**config.mk**
```make
export PLATFORM = sky130hd
export DESIGN_NAME = luma_histogram_dark_frame
export DESIGN_NICKNAME = d
export VERILOG_FILES = /design/src/rtl/core/lhd_pkg.sv /design/src/rtl/core/lhd_ram.sv /design/src/rtl/core/lhd_pos.sv /design/src/rtl/core/lhd_dark.sv /design/src/rtl/core/luma_histogram_dark_frame.sv
export SDC_FILE = /design/constraint.sdc
export NUM_CORES = 2
export LEC_CHECK = 0
export ABC_CLOCK_PERIOD_IN_PS = 16700
export BUFFER_PORTS_ARGS = -buffer_cell sky130_fd_sc_hd__buf_2
export CORE_ASPECT_RATIO = 1.4
export CORE_MARGIN = 8
export CORE_UTILIZATION = 43
export CTS_CLUSTER_DIAMETER = 100
export DETAILED_ROUTE_END_ITERATION = 16
export GPL_TIMING_DRIVEN = 0
export SYNTH_ARGS = -nofsm -noshare
export SYNTH_HDL_FRONTEND = slang
export SYNTH_SLANG_ARGS = --single-unit
```
**constraint.sdc**
```tcl
create_clock -name clock -period 16.7 [get_ports clock]
set_clock_uncertainty 0.05 [all_clocks]
set_input_delay 2.505 -clock clock [delete_from_list [all_inputs] [get_ports clock]]
set_output_delay 2.505 -clock clock [all_outputs]
set_load 0.005 [all_outputs]
```
**src/rtl/core/lhd_pkg.sv**
```systemverilog
// lhd_pkg: shared types, constants and helpers for the luma histogram block
// depends on nothing; imported by every module under rtl/core except lhd_ram
package lhd_pkg;

   localparam int CNT_W      = 25;
   localparam int LUMA_W     = 8;
   localparam int DIM_W      = 13;
   localparam int STEP_W     = 5;
   localparam int STEP_MAX   = 16;
   localparam int MOD_W      = 4;
   localparam int FRAC_W     = 17;
   localparam int FRAC_FRAC  = 16;
   localparam int CSR_IDX_W  = 3;
   localparam int CSR_DATA_W = 17;

   localparam logic [CSR_IDX_W-1:0] CSR_FRAME_WIDTH   = 3'd0;
   localparam logic [CSR_IDX_W-1:0] CSR_FRAME_HEIGHT  = 3'd1;
   localparam logic [CSR_IDX_W-1:0] CSR_COL_STEP      = 3'd2;
   localparam logic [CSR_IDX_W-1:0] CSR_ROW_STEP      = 3'd3;
   localparam logic [CSR_IDX_W-1:0] CSR_DARK_LEVEL    = 3'd4;
   localparam logic [CSR_IDX_W-1:0] CSR_DARK_FRACTION = 3'd5;

   localparam logic [DIM_W-1:0]  RST_FRAME_WIDTH   = 13'd1920;
   localparam logic [DIM_W-1:0]  RST_FRAME_HEIGHT  = 13'd1080;
   localparam logic [STEP_W-1:0] RST_COL_STEP      = 5'd1;
   localparam logic [STEP_W-1:0] RST_ROW_STEP      = 5'd1;
   localparam logic [LUMA_W-1:0] RST_DARK_LEVEL    = 8'd32;
   localparam logic [FRAC_W-1:0] RST_DARK_FRACTION = 17'd58982;

   typedef enum logic [2:0] {
      ST_RUN,
      ST_CALC,
      ST_CMP,
      ST_FLUSH,
      ST_DRAIN
   } state_type;

   typedef struct packed {
      logic keep;
      logic end_row;
      logic end_frame;
   } pos_flags_type;

   function automatic logic [CNT_W-1:0] sat_inc(input logic [CNT_W-1:0] v);
      sat_inc = (&v) ? v : v + CNT_W'(1);
   endfunction

   // step register to a mod-counter select, zero acts as one, above 16 as 16
   function automatic logic [MOD_W-1:0] step_sel(input logic [STEP_W-1:0] s);
      logic [MOD_W-1:0] r;
      if (s == '0) begin
         r = '0;
      end else if (s > STEP_W'(STEP_MAX)) begin
         r = MOD_W'(STEP_MAX - 1);
      end else begin
         r = MOD_W'(s - STEP_W'(1));
      end
      step_sel = r;
   endfunction

endpackage

```
**src/rtl/core/lhd_ram.sv**
```systemverilog
// lhd_ram: generic single-write, single-read RAM with registered read data
// depends on nothing
module lhd_ram #(
   parameter int WIDTH = 25,
   parameter int DEPTH = 64
) (
   input  logic                     clock,
   input  logic                     wr_en,
   input  logic [$clog2(DEPTH)-1:0] wr_addr,
   input  logic [WIDTH-1:0]         wr_data,
   input  logic                     rd_en,
   input  logic [$clog2(DEPTH)-1:0] rd_addr,
   output logic [WIDTH-1:0]         rd_data
);

   logic [WIDTH-1:0] mem_ff [DEPTH];
   logic [WIDTH-1:0] rd_data_ff;

   always_ff @(posedge clock) begin
      if (wr_en) begin
         mem_ff[wr_addr] <= wr_data;
      end
      if (rd_en) begin
         rd_data_ff <= mem_ff[rd_addr];
      end
   end

   assign rd_data = rd_data_ff;

endmodule

```
**src/rtl/core/lhd_pos.sv**
```systemverilog
// lhd_pos: column and row tracking with per-step phase counters
// depends on lhd_pkg
module lhd_pos import lhd_pkg::*; #(
   parameter int MAX_DIM = 4096
) (
   input  logic                clock,
   input  logic                reset,
   input  logic                advance,
   input  logic [DIM_W-1:0]    frame_width,
   input  logic [DIM_W-1:0]    frame_height,
   input  logic [STEP_W-1:0]   col_step,
   input  logic [STEP_W-1:0]   row_step,
   output pos_flags_type       flags
);

   localparam int POS_W = $clog2(MAX_DIM);
   localparam logic [DIM_W:0] MAX_DIM_C = (DIM_W+1)'(MAX_DIM);

   logic [POS_W-1:0] col_pos_ff, col_pos_in;
   logic [POS_W-1:0] row_pos_ff, row_pos_in;
   logic [MOD_W-1:0] col_mod_ff [STEP_MAX];
   logic [MOD_W-1:0] col_mod_in [STEP_MAX];
   logic [MOD_W-1:0] row_mod_ff [STEP_MAX];
   logic [MOD_W-1:0] row_mod_in [STEP_MAX];
   logic [POS_W-1:0] last_col;
   logic [POS_W-1:0] last_row;
   logic             end_row;
   logic             end_frame;

   function automatic logic [POS_W-1:0] last_pos(input logic [DIM_W-1:0] d);
      logic [POS_W-1:0] r;
      if (d == '0) begin
         r = '0;
      end else if ({1'b0, d} > MAX_DIM_C) begin
         r = POS_W'(MAX_DIM - 1);
      end else begin
         r = POS_W'(d - DIM_W'(1));
      end
      last_pos = r;
   endfunction

   always_comb begin
      last_col  = last_pos(frame_width);
      last_row  = last_pos(frame_height);
      end_row   = col_pos_ff >= last_col;
      end_frame = end_row && (row_pos_ff >= last_row);
      flags.keep      = (col_mod_ff[step_sel(col_step)] == '0) &&
                        (row_mod_ff[step_sel(row_step)] == '0);
      flags.end_row   = end_row;
      flags.end_frame = end_frame;
   end

   always_comb begin
      col_pos_in = end_row ? '0 : col_pos_ff + POS_W'(1);
      if (!end_row) begin
         row_pos_in = row_pos_ff;
      end else if (end_frame) begin
         row_pos_in = '0;
      end else begin
         row_pos_in = row_pos_ff + POS_W'(1);
      end
      for (int k = 0; k < STEP_MAX; k++) begin
         if (end_row || col_mod_ff[k] == MOD_W'(k)) begin
            col_mod_in[k] = '0;
         end else begin
            col_mod_in[k] = col_mod_ff[k] + MOD_W'(1);
         end
         if (!end_row) begin
            row_mod_in[k] = row_mod_ff[k];
         end else if (end_frame || row_mod_ff[k] == MOD_W'(k)) begin
            row_mod_in[k] = '0;
         end else begin
            row_mod_in[k] = row_mod_ff[k] + MOD_W'(1);
         end
      end
   end

   always_ff @(posedge clock) begin
      if (reset) begin
         col_pos_ff <= '0;
         row_pos_ff <= '0;
         for (int k = 0; k < STEP_MAX; k++) begin
            col_mod_ff[k] <= '0;
            row_mod_ff[k] <= '0;
         end
      end else if (advance) begin
         col_pos_ff <= col_pos_in;
         row_pos_ff <= row_pos_in;
         for (int k = 0; k < STEP_MAX; k++) begin
            col_mod_ff[k] <= col_mod_in[k];
            row_mod_ff[k] <= row_mod_in[k];
         end
      end
   end

endmodule

```
**src/rtl/core/lhd_dark.sv**
```systemverilog
// lhd_dark: dark ratio test, one registered multiply then one compare
// depends on lhd_pkg
module lhd_dark import lhd_pkg::*; (
   input  logic              clock,
   input  logic              calc_go,
   input  logic              cmp_go,
   input  logic [FRAC_W-1:0] dark_fraction,
   input  logic [CNT_W-1:0]  dark_total,
   input  logic [CNT_W-1:0]  sample_total,
   output logic              is_dark
);

   localparam int PROD_W = FRAC_FRAC + CNT_W;

   logic [PROD_W-1:0] prod_ff;
   logic              full_ff;
   logic              dark_ff, dark_in;
   logic [PROD_W-1:0] scaled_dark;

   always_comb begin
      scaled_dark = {dark_total, {FRAC_FRAC{1'b0}}};
      if (sample_total == '0) begin
         dark_in = 1'b0;
      end else if (full_ff) begin
         dark_in = dark_total >= sample_total;
      end else begin
         dark_in = scaled_dark >= prod_ff;
      end
   end

   always_ff @(posedge clock) begin
      if (calc_go) begin
         // fraction at or above one compares totals directly
         full_ff <= dark_fraction[FRAC_FRAC];
         prod_ff <= PROD_W'(dark_fraction[FRAC_FRAC-1:0]) * PROD_W'(sample_total);
      end
      if (cmp_go) begin
         dark_ff <= dark_in;
      end
   end

   assign is_dark = dark_ff;

endmodule

```
**src/rtl/core/luma_histogram_dark_frame.sv**
```systemverilog
// luma_histogram_dark_frame: 64-bin luma histogram with dark frame flag
// one pixel per cycle while not busy, into a read-modify-write bin RAM; bins stream out at frame end
// depends on lhd_pkg, lhd_ram, lhd_pos, lhd_dark
// after the last pixel is taken, ST_CALC and ST_CMP run, then ST_FLUSH reads out one bin per cycle
// throughput: 1 pixel per cycle while not busy, same-bin updates forwarded around the RAM read
// busy after the last pixel through ST_CALC, ST_CMP, ST_FLUSH, ST_DRAIN (dark compare, then RAM readout)
// synchronous active-high reset restores registers, positions and empty bins;
// the receiver cannot stall, each bin is on the rsp_ ports for one cycle
module luma_histogram_dark_frame import lhd_pkg::*; #(
   parameter int NUM_BINS = 64,
   parameter int MAX_DIM  = 4096
) (
   input  logic                        clock,
   input  logic                        reset,
   input  logic                        start,
   output logic                        busy,
   input  logic [LUMA_W-1:0]           req_luma,
   output logic                        rsp_valid,
   output logic [$clog2(NUM_BINS)-1:0] rsp_bin_index,
   output logic [CNT_W-1:0]            rsp_bin_count,
   output logic                        rsp_is_dark,
   output logic                        rsp_last_bin,
   input  logic                        csr_we,
   input  logic [CSR_IDX_W-1:0]        csr_index,
   input  logic [CSR_DATA_W-1:0]       csr_wdata
);

   localparam int BIN_W  = $clog2(NUM_BINS);
   localparam int BPROD_W = 2 * LUMA_W + 1;
   localparam logic [BIN_W-1:0] LAST_BIN = BIN_W'(NUM_BINS - 1);

   logic [DIM_W-1:0]  frame_width_ff;
   logic [DIM_W-1:0]  frame_height_ff;
   logic [STEP_W-1:0] col_step_ff;
   logic [STEP_W-1:0] row_step_ff;
   logic [LUMA_W-1:0] dark_level_ff;
   logic [FRAC_W-1:0] dark_fraction_ff;

   state_type state_ff, state_in;
   logic      flush_rd;
   logic      calc_go;
   logic      cmp_go;

   pos_flags_type     flags;
   logic              accept;
   logic              take;
   logic [BPROD_W-1:0] bin_prod;
   logic [BIN_W-1:0]  pix_bin;

   logic [CNT_W-1:0]  sample_total_ff;
   logic [CNT_W-1:0]  dark_total_ff;
   logic              is_dark;

   logic              p1_valid_ff;
   logic [BIN_W-1:0]  p1_bin_ff;
   logic              fl_valid_ff;
   logic [BIN_W-1:0]  fl_idx_ff;
   logic [BIN_W-1:0]  flush_idx_ff;

   logic              rd_en;
   logic [BIN_W-1:0]  rd_addr;
   logic [BIN_W-1:0]  rd_addr_ff;
   logic              rd_ok_ff;
   logic [CNT_W-1:0]  ram_rdata;
   logic [CNT_W-1:0]  cur_count;
   logic              wr_en;
   logic [BIN_W-1:0]  wr_addr;
   logic [CNT_W-1:0]  wr_data;
   logic              lw_valid_ff;
   logic [BIN_W-1:0]  lw_addr_ff;
   logic [CNT_W-1:0]  lw_data_ff;
   logic              entry_ok_ff [NUM_BINS];

   // configuration registers
   always_ff @(posedge clock) begin
      if (reset) begin
         frame_width_ff   <= RST_FRAME_WIDTH;
         frame_height_ff  <= RST_FRAME_HEIGHT;
         col_step_ff      <= RST_COL_STEP;
         row_step_ff      <= RST_ROW_STEP;
         dark_level_ff    <= RST_DARK_LEVEL;
         dark_fraction_ff <= RST_DARK_FRACTION;
      end else if (csr_we) begin
         case (csr_index)
            CSR_FRAME_WIDTH:   frame_width_ff   <= csr_wdata[DIM_W-1:0];
            CSR_FRAME_HEIGHT:  frame_height_ff  <= csr_wdata[DIM_W-1:0];
            CSR_COL_STEP:      col_step_ff      <= csr_wdata[STEP_W-1:0];
            CSR_ROW_STEP:      row_step_ff      <= csr_wdata[STEP_W-1:0];
            CSR_DARK_LEVEL:    dark_level_ff    <= csr_wdata[LUMA_W-1:0];
            CSR_DARK_FRACTION: dark_fraction_ff <= csr_wdata[FRAC_W-1:0];
            default: ;
         endcase
      end
   end

   // sequencer
   always_comb begin
      state_in = state_ff;
      case (state_ff)
         ST_RUN:   if (accept && flags.end_frame) state_in = ST_CALC;
         ST_CALC:  state_in = ST_CMP;
         ST_CMP:   state_in = ST_FLUSH;
         ST_FLUSH: if (flush_idx_ff == LAST_BIN) state_in = ST_DRAIN;
         ST_DRAIN: state_in = ST_RUN;
         default:  state_in = ST_RUN;
      endcase
   end

   always_comb begin
      busy     = 1'b1;
      flush_rd = 1'b0;
      calc_go  = 1'b0;
      cmp_go   = 1'b0;
      case (state_ff)
         ST_RUN:   busy = 1'b0;
         ST_CALC:  calc_go = 1'b1;
         ST_CMP:   cmp_go = 1'b1;
         ST_FLUSH: flush_rd = 1'b1;
         ST_DRAIN: ;
         default:  ;
      endcase
   end

   always_ff @(posedge clock) begin
      if (reset) begin
         state_ff <= ST_RUN;
      end else begin
         state_ff <= state_in;
      end
   end

   lhd_pos #(
      .MAX_DIM (MAX_DIM)
   ) u_pos (
      .clock        (clock),
      .reset        (reset),
      .advance      (accept),
      .frame_width  (frame_width_ff),
      .frame_height (frame_height_ff),
      .col_step     (col_step_ff),
      .row_step     (row_step_ff),
      .flags        (flags)
   );

   assign accept   = start && !busy;
   assign take     = accept && flags.keep;
   assign bin_prod = BPROD_W'(req_luma) * BPROD_W'(NUM_BINS);
   assign pix_bin  = bin_prod[LUMA_W +: BIN_W];

   // running totals
   always_ff @(posedge clock) begin
      if (reset || cmp_go) begin
         sample_total_ff <= '0;
         dark_total_ff   <= '0;
      end else if (take) begin
         sample_total_ff <= sat_inc(sample_total_ff);
         if (req_luma <= dark_level_ff) begin
            dark_total_ff <= sat_inc(dark_total_ff);
         end
      end
   end

   lhd_dark u_dark (
      .clock         (clock),
      .calc_go       (calc_go),
      .cmp_go        (cmp_go),
      .dark_fraction (dark_fraction_ff),
      .dark_total    (dark_total_ff),
      .sample_total  (sample_total_ff),
      .is_dark       (is_dark)
   );

   // bin RAM read side
   assign rd_en   = take || flush_rd;
   assign rd_addr = flush_rd ? flush_idx_ff : pix_bin;

   always_comb begin
      if (lw_valid_ff && lw_addr_ff == rd_addr_ff) begin
         cur_count = lw_data_ff;
      end else if (rd_ok_ff) begin
         cur_count = ram_rdata;
      end else begin
         cur_count = '0;
      end
   end

   // write side: bin update from a pixel, or clear behind the readout
   always_comb begin
      wr_en   = p1_valid_ff || fl_valid_ff;
      wr_addr = p1_valid_ff ? p1_bin_ff : fl_idx_ff;
      wr_data = p1_valid_ff ? sat_inc(cur_count) : '0;
   end

   lhd_ram #(
      .WIDTH (CNT_W),
      .DEPTH (NUM_BINS)
   ) u_ram (
      .clock   (clock),
      .wr_en   (wr_en),
      .wr_addr (wr_addr),
      .wr_data (wr_data),
      .rd_en   (rd_en),
      .rd_addr (rd_addr),
      .rd_data (ram_rdata)
   );

   always_ff @(posedge clock) begin
      if (reset) begin
         p1_valid_ff  <= 1'b0;
         fl_valid_ff  <= 1'b0;
         lw_valid_ff  <= 1'b0;
         rd_ok_ff     <= 1'b0;
         flush_idx_ff <= '0;
         for (int i = 0; i < NUM_BINS; i++) begin
            entry_ok_ff[i] <= 1'b0;
         end
      end else begin
         p1_valid_ff <= take;
         fl_valid_ff <= flush_rd;
         lw_valid_ff <= wr_en;
         if (rd_en) begin
            rd_ok_ff <= entry_ok_ff[rd_addr];
         end
         if (wr_en) begin
            entry_ok_ff[wr_addr] <= 1'b1;
         end
         if (cmp_go) begin
            flush_idx_ff <= '0;
         end else if (flush_rd) begin
            flush_idx_ff <= flush_idx_ff + BIN_W'(1);
         end
      end
   end

   always_ff @(posedge clock) begin
      p1_bin_ff <= pix_bin;
      fl_idx_ff <= flush_idx_ff;
      if (rd_en) begin
         rd_addr_ff <= rd_addr;
      end
      lw_addr_ff <= wr_addr;
      lw_data_ff <= wr_data;
   end

   assign rsp_valid     = fl_valid_ff;
   assign rsp_bin_index = fl_idx_ff;
   assign rsp_bin_count = cur_count;
   assign rsp_is_dark   = is_dark;
   assign rsp_last_bin  = fl_valid_ff && (fl_idx_ff == LAST_BIN);

   a_rsp_while_busy: assert property (@(posedge clock) disable iff (reset)
      rsp_valid |-> busy)
      else $error("bin beat outside readout");

   a_one_writer: assert property (@(posedge clock) disable iff (reset)
      !(p1_valid_ff && fl_valid_ff))
      else $error("pixel update and readout clear collide on the write port");

   a_bins_contiguous: assert property (@(posedge clock) disable iff (reset)
      rsp_valid && !rsp_last_bin |=> rsp_valid)
      else $error("gap in bin readout");

   a_bins_in_order: assert property (@(posedge clock) disable iff (reset)
      rsp_valid && !rsp_last_bin |=> rsp_bin_index == $past(rsp_bin_index) + BIN_W'(1))
      else $error("bin index out of order");

   a_no_pixel_in_readout: assert property (@(posedge clock) disable iff (reset)
      rsp_valid |-> !p1_valid_ff)
      else $error("pixel update during readout");

endmodule

```
# [Word-level counts from Yosys, hierarchy flattened]
# Memory sizes are Yosys's and may differ from the RTL's. A register that Yosys moved wholly into a read port is not among the register bits.
# Cells that the tools add are included.
# Widths: inputs -> output; s select.
[totals] memories=4 ramBits=1792 input_bits=32 output_inout_bits=35 regBits=239
[mem_list] memory="u_ram.mem_ff" depth=64 width=25 rd=1 rd_clocked_by_memory_dff=1 wr=1 line_no="lhd_ram.sv:16" source="logic [WIDTH-1:0] mem_ff [DEPTH];"
[mem_list] memory="entry_ok_ff" depth=64 width=1 rd=1 rd_clocked_by_memory_dff=1 wr=64 line_no="luma_histogram_dark_frame.sv:72" source="logic entry_ok_ff [NUM_BINS];"
[mem_list] memory="u_pos.col_mod_ff" depth=16 width=4 rd=17 rd_clocked_by_memory_dff=0 wr=16 line_no="lhd_pos.sv:21" source="logic [MOD_W-1:0] col_mod_ff [STEP_MAX];"
[mem_list] memory="u_pos.row_mod_ff" depth=16 width=4 rd=17 rd_clocked_by_memory_dff=0 wr=16 line_no="lhd_pos.sv:23" source="logic [MOD_W-1:0] row_mod_ff [STEP_MAX];"
[classes] n_lt_le_gt_ge=9 add_sub_neg=42 n_eq_ne=43 reduce_logical=68 muxes=116 bitwise_logic=34 multipliers=1
[ops] op="$mux 4" n=84
[ops] op="$add 4x1->4 const B" n=32
[ops] op="$mux 25" n=4
[ops] op="$add 25x1->25 const B" n=3
[ops] op="$reduce_and 25->1" n=3
[ops] op="$mux 12" n=6
[ops] op="$eq 4x4->1 const B" n=16
[ops] op="$ge 41x41->1" n=1
[ops] op="$mul 16x25->41" n=1
[ops] op="$logic_or 1x1->1" n=35
[ops] op="$eq 4x3->1 const B" n=8
[ops] op="$or 1x1->1" n=32
[ops] op="$gt 13x13->1 const B" n=2
[ops] op="$logic_not 13->1" n=2
[ops] op="$ge 25x25->1" n=1
[ops] op="$logic_not 25->1" n=1
[ops] op="$add 12x1->12 const B" n=2
[ops] op="$ge 12x12->1" n=2
[ops] op="$sub 12x1->12 const B" n=2
[ops] op="$mux 6" n=3
[ops] op="$reduce_and 2->1" n=9
[ops] op="$eq 4x2->1 const B" n=4
[ops] op="$logic_not 4->1" n=4
[ops] op="$mux 1" n=16
[ops] op="20 further kinds" n=40

# [Depth between registers and ports, before layout]
[logic_depth] depth_word=9 depth_mapped=26

# [Cells and area by module]
# From an unflattened synthesis, not the netlist that was laid out.
[hier_totals] hier_cells=6923 hier_area_um2=98889.8
[modules_own_cells] module="lhd_ram" cells_per_inst=2850 area_per_inst_um2=62747.7 instances=1
[modules_own_cells] module="lhd_dark" cells_per_inst=1776 area_per_inst_um2=15851.5 instances=1
[modules_own_cells] module="luma_histogram_dark_frame" cells_per_inst=1280 area_per_inst_um2=10446.3 instances=1
[modules_own_cells] module="lhd_pos" cells_per_inst=1017 area_per_inst_um2=9844.4 instances=1

# [Least setup slack after synthesis]
# No wires, ideal clock.
[synth_path] kind="flip-flop to flip-flop" startpoint="reg sample_total_ff[11]" endpoint="reg u_dark.prod_ff[39] (data pin)" t_required_ns=16.392 arrival_ns=6.044 stages_incl_launch_ff=23 setup_time_ns=0.258 synth_period_minus_slack_ns=6.351 setup_slack_ns=10.349 path_buffers=2 path_cell_list="dfxtp_1 -> clkbuf_1 -> clkbuf_1 -> nand2_1 -> fa_1 -> fa_1 -> fa_1 -> inv_1 -> fa_1 -> fa_1 -> inv_1 -> fa_1 -> inv_1 -> ha_1 -> a21o_1 -> a21o_1 -> a31o_2 -> a211o_1 -> a21oi_1 -> o211ai_1 -> a31o_2 -> a21oi_1 -> xnor2_1"
[synth_via] elab_chain_len=1
[synth_lines] element="from (decl)" line_no="luma_histogram_dark_frame.sv:50" source="logic [CNT_W-1:0] sample_total_ff;"
[synth_lines] element="from (signal assigned)" line_no="luma_histogram_dark_frame.sv:156" source="sample_total_ff <= sat_inc(sample_total_ff);"
[synth_lines] element="$mul 16x25->41" line_no="lhd_dark.sv:35" source="prod_ff <= PROD_W'(dark_fraction[FRAC_FRAC-1:0]) * PROD_W'(sample_total);"
[synth_lines] element="to (signal assigned)" line_no="lhd_dark.sv:35"
[synth_lines] element="to (decl)" line_no="lhd_dark.sv:15" source="logic [PROD_W-1:0] prod_ff;"
# No other way between the ends.
# A chain may end at the register's enable or synchronous reset.

# [Final worst setup path]
[layout_path] startpoint="reg sample_total_ff[9]" endpoint="reg u_dark.prod_ff[40] (data pin)"
# The elaborated chain is that of the path after synthesis.

==> impl_metrics.tcl <==
set metrics [dict create \
    status "finished, violations left" \
    failing_checks "capacitance limit, slew limit" \
    seq_area_frac_synth_pct 59.9 \
    timing.setup.critical_path_class "register to register" \
    post-route-min-period_ns 8.09 \
    share_seq_of_total_power_pct 50.9 \
    final_layout_size_suffix_gt1_share_pct 6.68 \
    worst_slew_pin_slew_ns 1.69 \
    grt_most_used_layer "met2" \
    grt_pass1_wl_um 457000 \
    synth_enable_flop_cells 1802 \
    htree_levels 4 \
    dp_slack_ns 8.37 \
    worst_hold_path_type "register to register" \
    dieArea_mm2 0.246 \
    insertion_delay_ns 0.87 \
    setup.worst_path.end_class "register" \
    post-route-worst-setup-slack_ns 8.61 \
    post_synth_fa_ha_maj_area_fraction_pct 9.83 \
    largest_fanout_on_the_critical_path 10 \
    synth-xor-area-share_pct 1.28 \
    first_iter_violations 6714 \
    synthToLayoutAreaGrowth_pct 13.3 \
    worst_setup_path_start_kind "register" \
    final.setup.tns_ns 0 \
    timing.critical_path.arrival_ns 8.63 \
    netlist_instances 8848 \
    postRouteWirelength_um 316000 \
    post_layout_nets 9822 \
    powerDensity_mw_per_mm2 99.0 \
    cellInternalPower_w 0.00844 \
    synth-warning-count 0 \
    detail-route-antenna-nets 0 \
    vdd.ir_drop.worst_mv 0.0941 \
    drv_cap 10 \
    worst_r2r_startpoint "sample_total_ff[9]" \
    synthSimpleGateAreaFrac_pct 18.7 \
    synth.cell_area_mm2 0.0988 \
    ys_seq_elements 2057 \
    worst_rel_slew_slack_pct -13.3 \
    most-common-layout-cells "sky130_fd_sc_hd__nand2_1, sky130_fd_sc_hd__edfxtp_1, sky130_fd_sc_hd__nand3_1, sky130_fd_sc_hd__inv_1, sky130_fd_sc_hd__clkbuf_1" \
    timing.reg2reg.setup_slack_ns 8.61 \
    synth.area.mux_share_pct 0.696 \
    power.switching_fraction_pct 23.9 \
    yosys_most_used_dff "sky130_fd_sc_hd__edfxtp_1" \
    hold_viol 0 \
    synth-compound-area-share_pct 5.59 \
    final_common_cell "sky130_fd_sc_hd__nand2_1" \
    synthesis.area_per_instance_um2 11.2 \
    worst-r2r-cell-count 21 \
    cts.hold.buffers_added 0 \
    post-dp-hpwl_um 231000 \
    grt_setup_unrepaired "false" \
    core_area_mm2 0.229 \
    cts_buffers 202 \
    critical_path.reg2reg.endpoint "u_dark.prod_ff[40]" \
    io_pins 67 \
    clock_sinks 2057 \
    grt_util_met2_pct 43.7 \
    cp-endpoint "u_dark.prod_ff[40]" \
    ctsRootBufferMaster "sky130_fd_sc_hd__clkbuf_16" \
    net-switching-power_w 0.00265 \
    power_frac_clock_pct 41.5 \
    post-route-period-util_pct 48.4 \
    power_frac_comb_pct 7.5 \
    post_drt_wl_per_cell_um 25.4 \
    cts.repair_timing.setup_buffer_count 0 \
    num_rows 208 \
    die_h_um 583 \
    power.static_leakage_nw 41.0 \
    viasPerCell 5.69 \
    chipWidth_um 421 \
    routabilityCongestion 0.961 \
    grt.met1_usage_pct 27.6 \
    port-buffer-count 66 \
    vias_in_the_first_global_route 69800 \
    grt_start_max_net_pins 45 \
    yosysUniqueCellTypes 86 \
    grt_use_met3_pct 3.58 \
    main_combinational_cell_family_by_area_after_synthesis "simple AND/OR/NAND/NOR gates" \
    num_vias 70600 \
    cp_launch_point "sample_total_ff[9]" \
    residual_overflow_from_global_routing 0 \
    max_freq_mhz 124 \
    setup_viol 0 \
    initial_core_util_pct 43.2 \
    post_cts_resized 0 \
    drt_pre_antenna_iters 6 \
    asyncSetResetFlopFracSynth_pct 0 \
    synth.net_count 9462 \
    timing.final.max_slew_violations 54 \
    number_of_antenna_violations_at_the_first_check_in_global_routing 13 \
    all_layer_gr_usage_pct 24.8 \
    tritoncts_clock_tree "yes" \
    critical_path_required_ns 17.23 \
    clk_pin_slew_worst_paths_ns 0.07 \
    drc_errors 0 \
    ctsLongestPathBuffers 4 \
]
## layout make-up
type | count | area (um^2)
multi-input combinational | 5763 | 36400
tap | 3045 | 3810
fill | 20400 | 117000
timing repair buffer | 156 | 2100
clock buffer | 251 | 5440
antenna | 9 | 22.5
buffer | 515 | 2000
inverter | 513 | 1930
clock inverter | 113 | 1090
sequential | 2057 | 59200
## worst max-delay path: stages, from the launching register on
cell and delay (ns):
sky130_fd_sc_hd__dfxtp_1 0.31, sky130_fd_sc_hd__clkbuf_1 0.65, sky130_fd_sc_hd__clkbuf_1 0.55, sky130_fd_sc_hd__nand2_1 0.18, sky130_fd_sc_hd__fa_1 0.54, sky130_fd_sc_hd__fa_1 0.47, sky130_fd_sc_hd__fa_1 0.52, sky130_fd_sc_hd__fa_1 0.55
sky130_fd_sc_hd__inv_1 0.05, sky130_fd_sc_hd__fa_1 0.51, sky130_fd_sc_hd__fa_1 0.43, sky130_fd_sc_hd__ha_1 0.34, sky130_fd_sc_hd__a211oi_1 0.25, sky130_fd_sc_hd__o21bai_1 0.11, sky130_fd_sc_hd__a41oi_1 0.59, sky130_fd_sc_hd__nand3b_1 0.23
sky130_fd_sc_hd__o2111ai_1 0.16, sky130_fd_sc_hd__a31oi_1 0.36, sky130_fd_sc_hd__o22ai_1 0.21, sky130_fd_sc_hd__a21oi_1 0.27, sky130_fd_sc_hd__nor2_1 0.11, sky130_fd_sc_hd__a211oi_1 0.38
## worst min-delay path by stage
stage	start	to	slack (ns)	depth (start not counted)
3_3_place_gp	flush_idx_ff[5]	rsp_bin_index[5]	0.35	0
5_1_grt	flush_idx_ff[5]	rsp_bin_index[5]	0.39	0
6_report	flush_idx_ff[4]	rsp_bin_index[4]	0.38	0
3_5_place_dp	flush_idx_ff[5]	rsp_bin_index[5]	0.37	0
4_1_cts	flush_idx_ff[4]	rsp_bin_index[4]	0.38	0
2_1_floorplan	flush_idx_ff[5]	rsp_bin_index[5]	0.32	0
## layer usage
layer	vias to the layer above	share of wire [%]
li1	31700	-
met2	2966	50
met1	35100	35
met3	881	6.7
met4	0	8.5
met5	-	0
## through the flow
step | utilization, % | total power, W | cell area [um^2] | hold WS, ns | std cells
final | 48.9 | 0.0111 | 112000 | 0.375 | 12400
after floorplan | - | 0.00622 | 98800 | 0.324 | 8848
after global placement | 45.0 | 0.00655 | 103000 | 0.354 | 12000
after CTS | 48.9 | 0.0111 | 112000 | 0.379 | 12400
after global routing | 48.9 | 0.0114 | 112000 | 0.388 | 12400
after detailed placement | 46.0 | 0.00658 | 105000 | 0.367 | 12000
## power groups by stage
| stage | registers [W] | logic (W) | clock network, W |
|---|---|---|---|
| after floorplan | 0.00574 | 0.000480 | 0 |
| after global placement | 0.00575 | 0.000796 | 0 |
| after detailed placement | 0.00576 | 0.000822 | 0 |
| after CTS | 0.00565 | 0.000826 | 0.00464 |
| after global routing | 0.00565 | 0.000891 | 0.00481 |
| final | 0.00565 | 0.000835 | 0.00460 |
## synthesized netlist by cell type (4+ instances only)
| cell | instances | area share (%) |
|---|---|---|
| sky130_fd_sc_hd__a21oi_1 | 234 | 1.2 |
| sky130_fd_sc_hd__edfxtp_1 | 1802 | 55 |
| sky130_fd_sc_hd__and4_1 | 6 | 0.053 |
| sky130_fd_sc_hd__a211o_1 | 5 | 0.044 |
| sky130_fd_sc_hd__nor3b_1 | 27 | 0.21 |
| sky130_fd_sc_hd__fa_1 | 320 | 6.5 |
| sky130_fd_sc_hd__nor4b_1 | 5 | 0.044 |
| sky130_fd_sc_hd__nor3_1 | 93 | 0.47 |
| sky130_fd_sc_hd__nand3_1 | 916 | 4.6 |
| sky130_fd_sc_hd__nand2_1 | 2166 | 8.2 |
| sky130_fd_sc_hd__a311oi_1 | 286 | 2.5 |
| sky130_fd_sc_hd__and2_1 | 175 | 1.1 |
| sky130_fd_sc_hd__inv_1 | 509 | 1.9 |
| sky130_fd_sc_hd__nor2_1 | 444 | 1.7 |
| sky130_fd_sc_hd__o21bai_1 | 13 | 0.099 |
| sky130_fd_sc_hd__mux2i_1 | 46 | 0.47 |
| sky130_fd_sc_hd__nor4_1 | 50 | 0.32 |
| sky130_fd_sc_hd__or4_1 | 11 | 0.084 |
| sky130_fd_sc_hd__buf_1 | 34 | 0.13 |
| sky130_fd_sc_hd__nand3b_1 | 16 | 0.12 |
| sky130_fd_sc_hd__o21a_1 | 12 | 0.091 |
| sky130_fd_sc_hd__clkbuf_1 | 455 | 1.7 |
| sky130_fd_sc_hd__o41ai_1 | 4 | 0.035 |
| sky130_fd_sc_hd__a211oi_1 | 13 | 0.099 |
| sky130_fd_sc_hd__a21o_1 | 35 | 0.27 |
| sky130_fd_sc_hd__o22ai_1 | 7 | 0.044 |
| sky130_fd_sc_hd__o21ai_0 | 82 | 0.42 |
| sky130_fd_sc_hd__or3_1 | 29 | 0.18 |
| sky130_fd_sc_hd__and3_1 | 145 | 0.92 |
| sky130_fd_sc_hd__a31o_2 | 4 | 0.035 |
| sky130_fd_sc_hd__a31oi_1 | 39 | 0.25 |
| sky130_fd_sc_hd__nand2b_1 | 23 | 0.15 |
| sky130_fd_sc_hd__mux2_2 | 17 | 0.19 |
| sky130_fd_sc_hd__nand4b_1 | 6 | 0.053 |
| sky130_fd_sc_hd__xnor2_1 | 87 | 0.77 |
| sky130_fd_sc_hd__dfxtp_1 | 255 | 5.2 |
| sky130_fd_sc_hd__o31ai_1 | 4 | 0.030 |
| sky130_fd_sc_hd__ha_1 | 262 | 3.3 |
| sky130_fd_sc_hd__o211ai_1 | 14 | 0.11 |
| sky130_fd_sc_hd__nor2b_1 | 13 | 0.082 |
| sky130_fd_sc_hd__buf_2 | 20 | 0.10 |
| sky130_fd_sc_hd__or2_2 | 6 | 0.038 |
| sky130_fd_sc_hd__xor2_1 | 57 | 0.51 |
| sky130_fd_sc_hd__nand4_1 | 37 | 0.23 |
## registers in the layout (all words and copies together), names as in the netlist, 6 cells and up
| register | count |
|---|---|
| u_ram.mem_ff | 1600 |
| entry_ok_ff | 64 |
| dark_total_ff | 25 |
| p1_bin_ff | 6 |
| u_pos.row_mod_ff | 64 |
| u_pos.col_mod_ff | 64 |
| sample_total_ff | 25 |
| u_pos.row_pos_ff | 12 |
| u_pos.col_pos_ff | 12 |
| lw_data_ff | 25 |
| u_ram.rd_data | 25 |
| rsp_bin_index | 6 |
| rd_addr_ff | 6 |
| u_dark.prod_ff | 41 |
| frame_width_ff | 13 |
| dark_fraction_ff | 17 |
| dark_level_ff | 8 |
| frame_height_ff | 13 |
| flush_idx_ff | 6 |
| lw_addr_ff | 6 |
## kinds of logic (layout without fill, tap and decap cells)
family / Yosys count / in the layout
xor+xnor: 144 / 144
compound gates: 789 / 789
fa+ha+maj: 585 / 585
mux: 65 / 65
flops: 2057 / 2057
simple gates: 4180 / 4180
other cells: 0 / 9
buf+inv: 1028 / 1548
No activity file was read; power rests on OpenSTA's default activity.
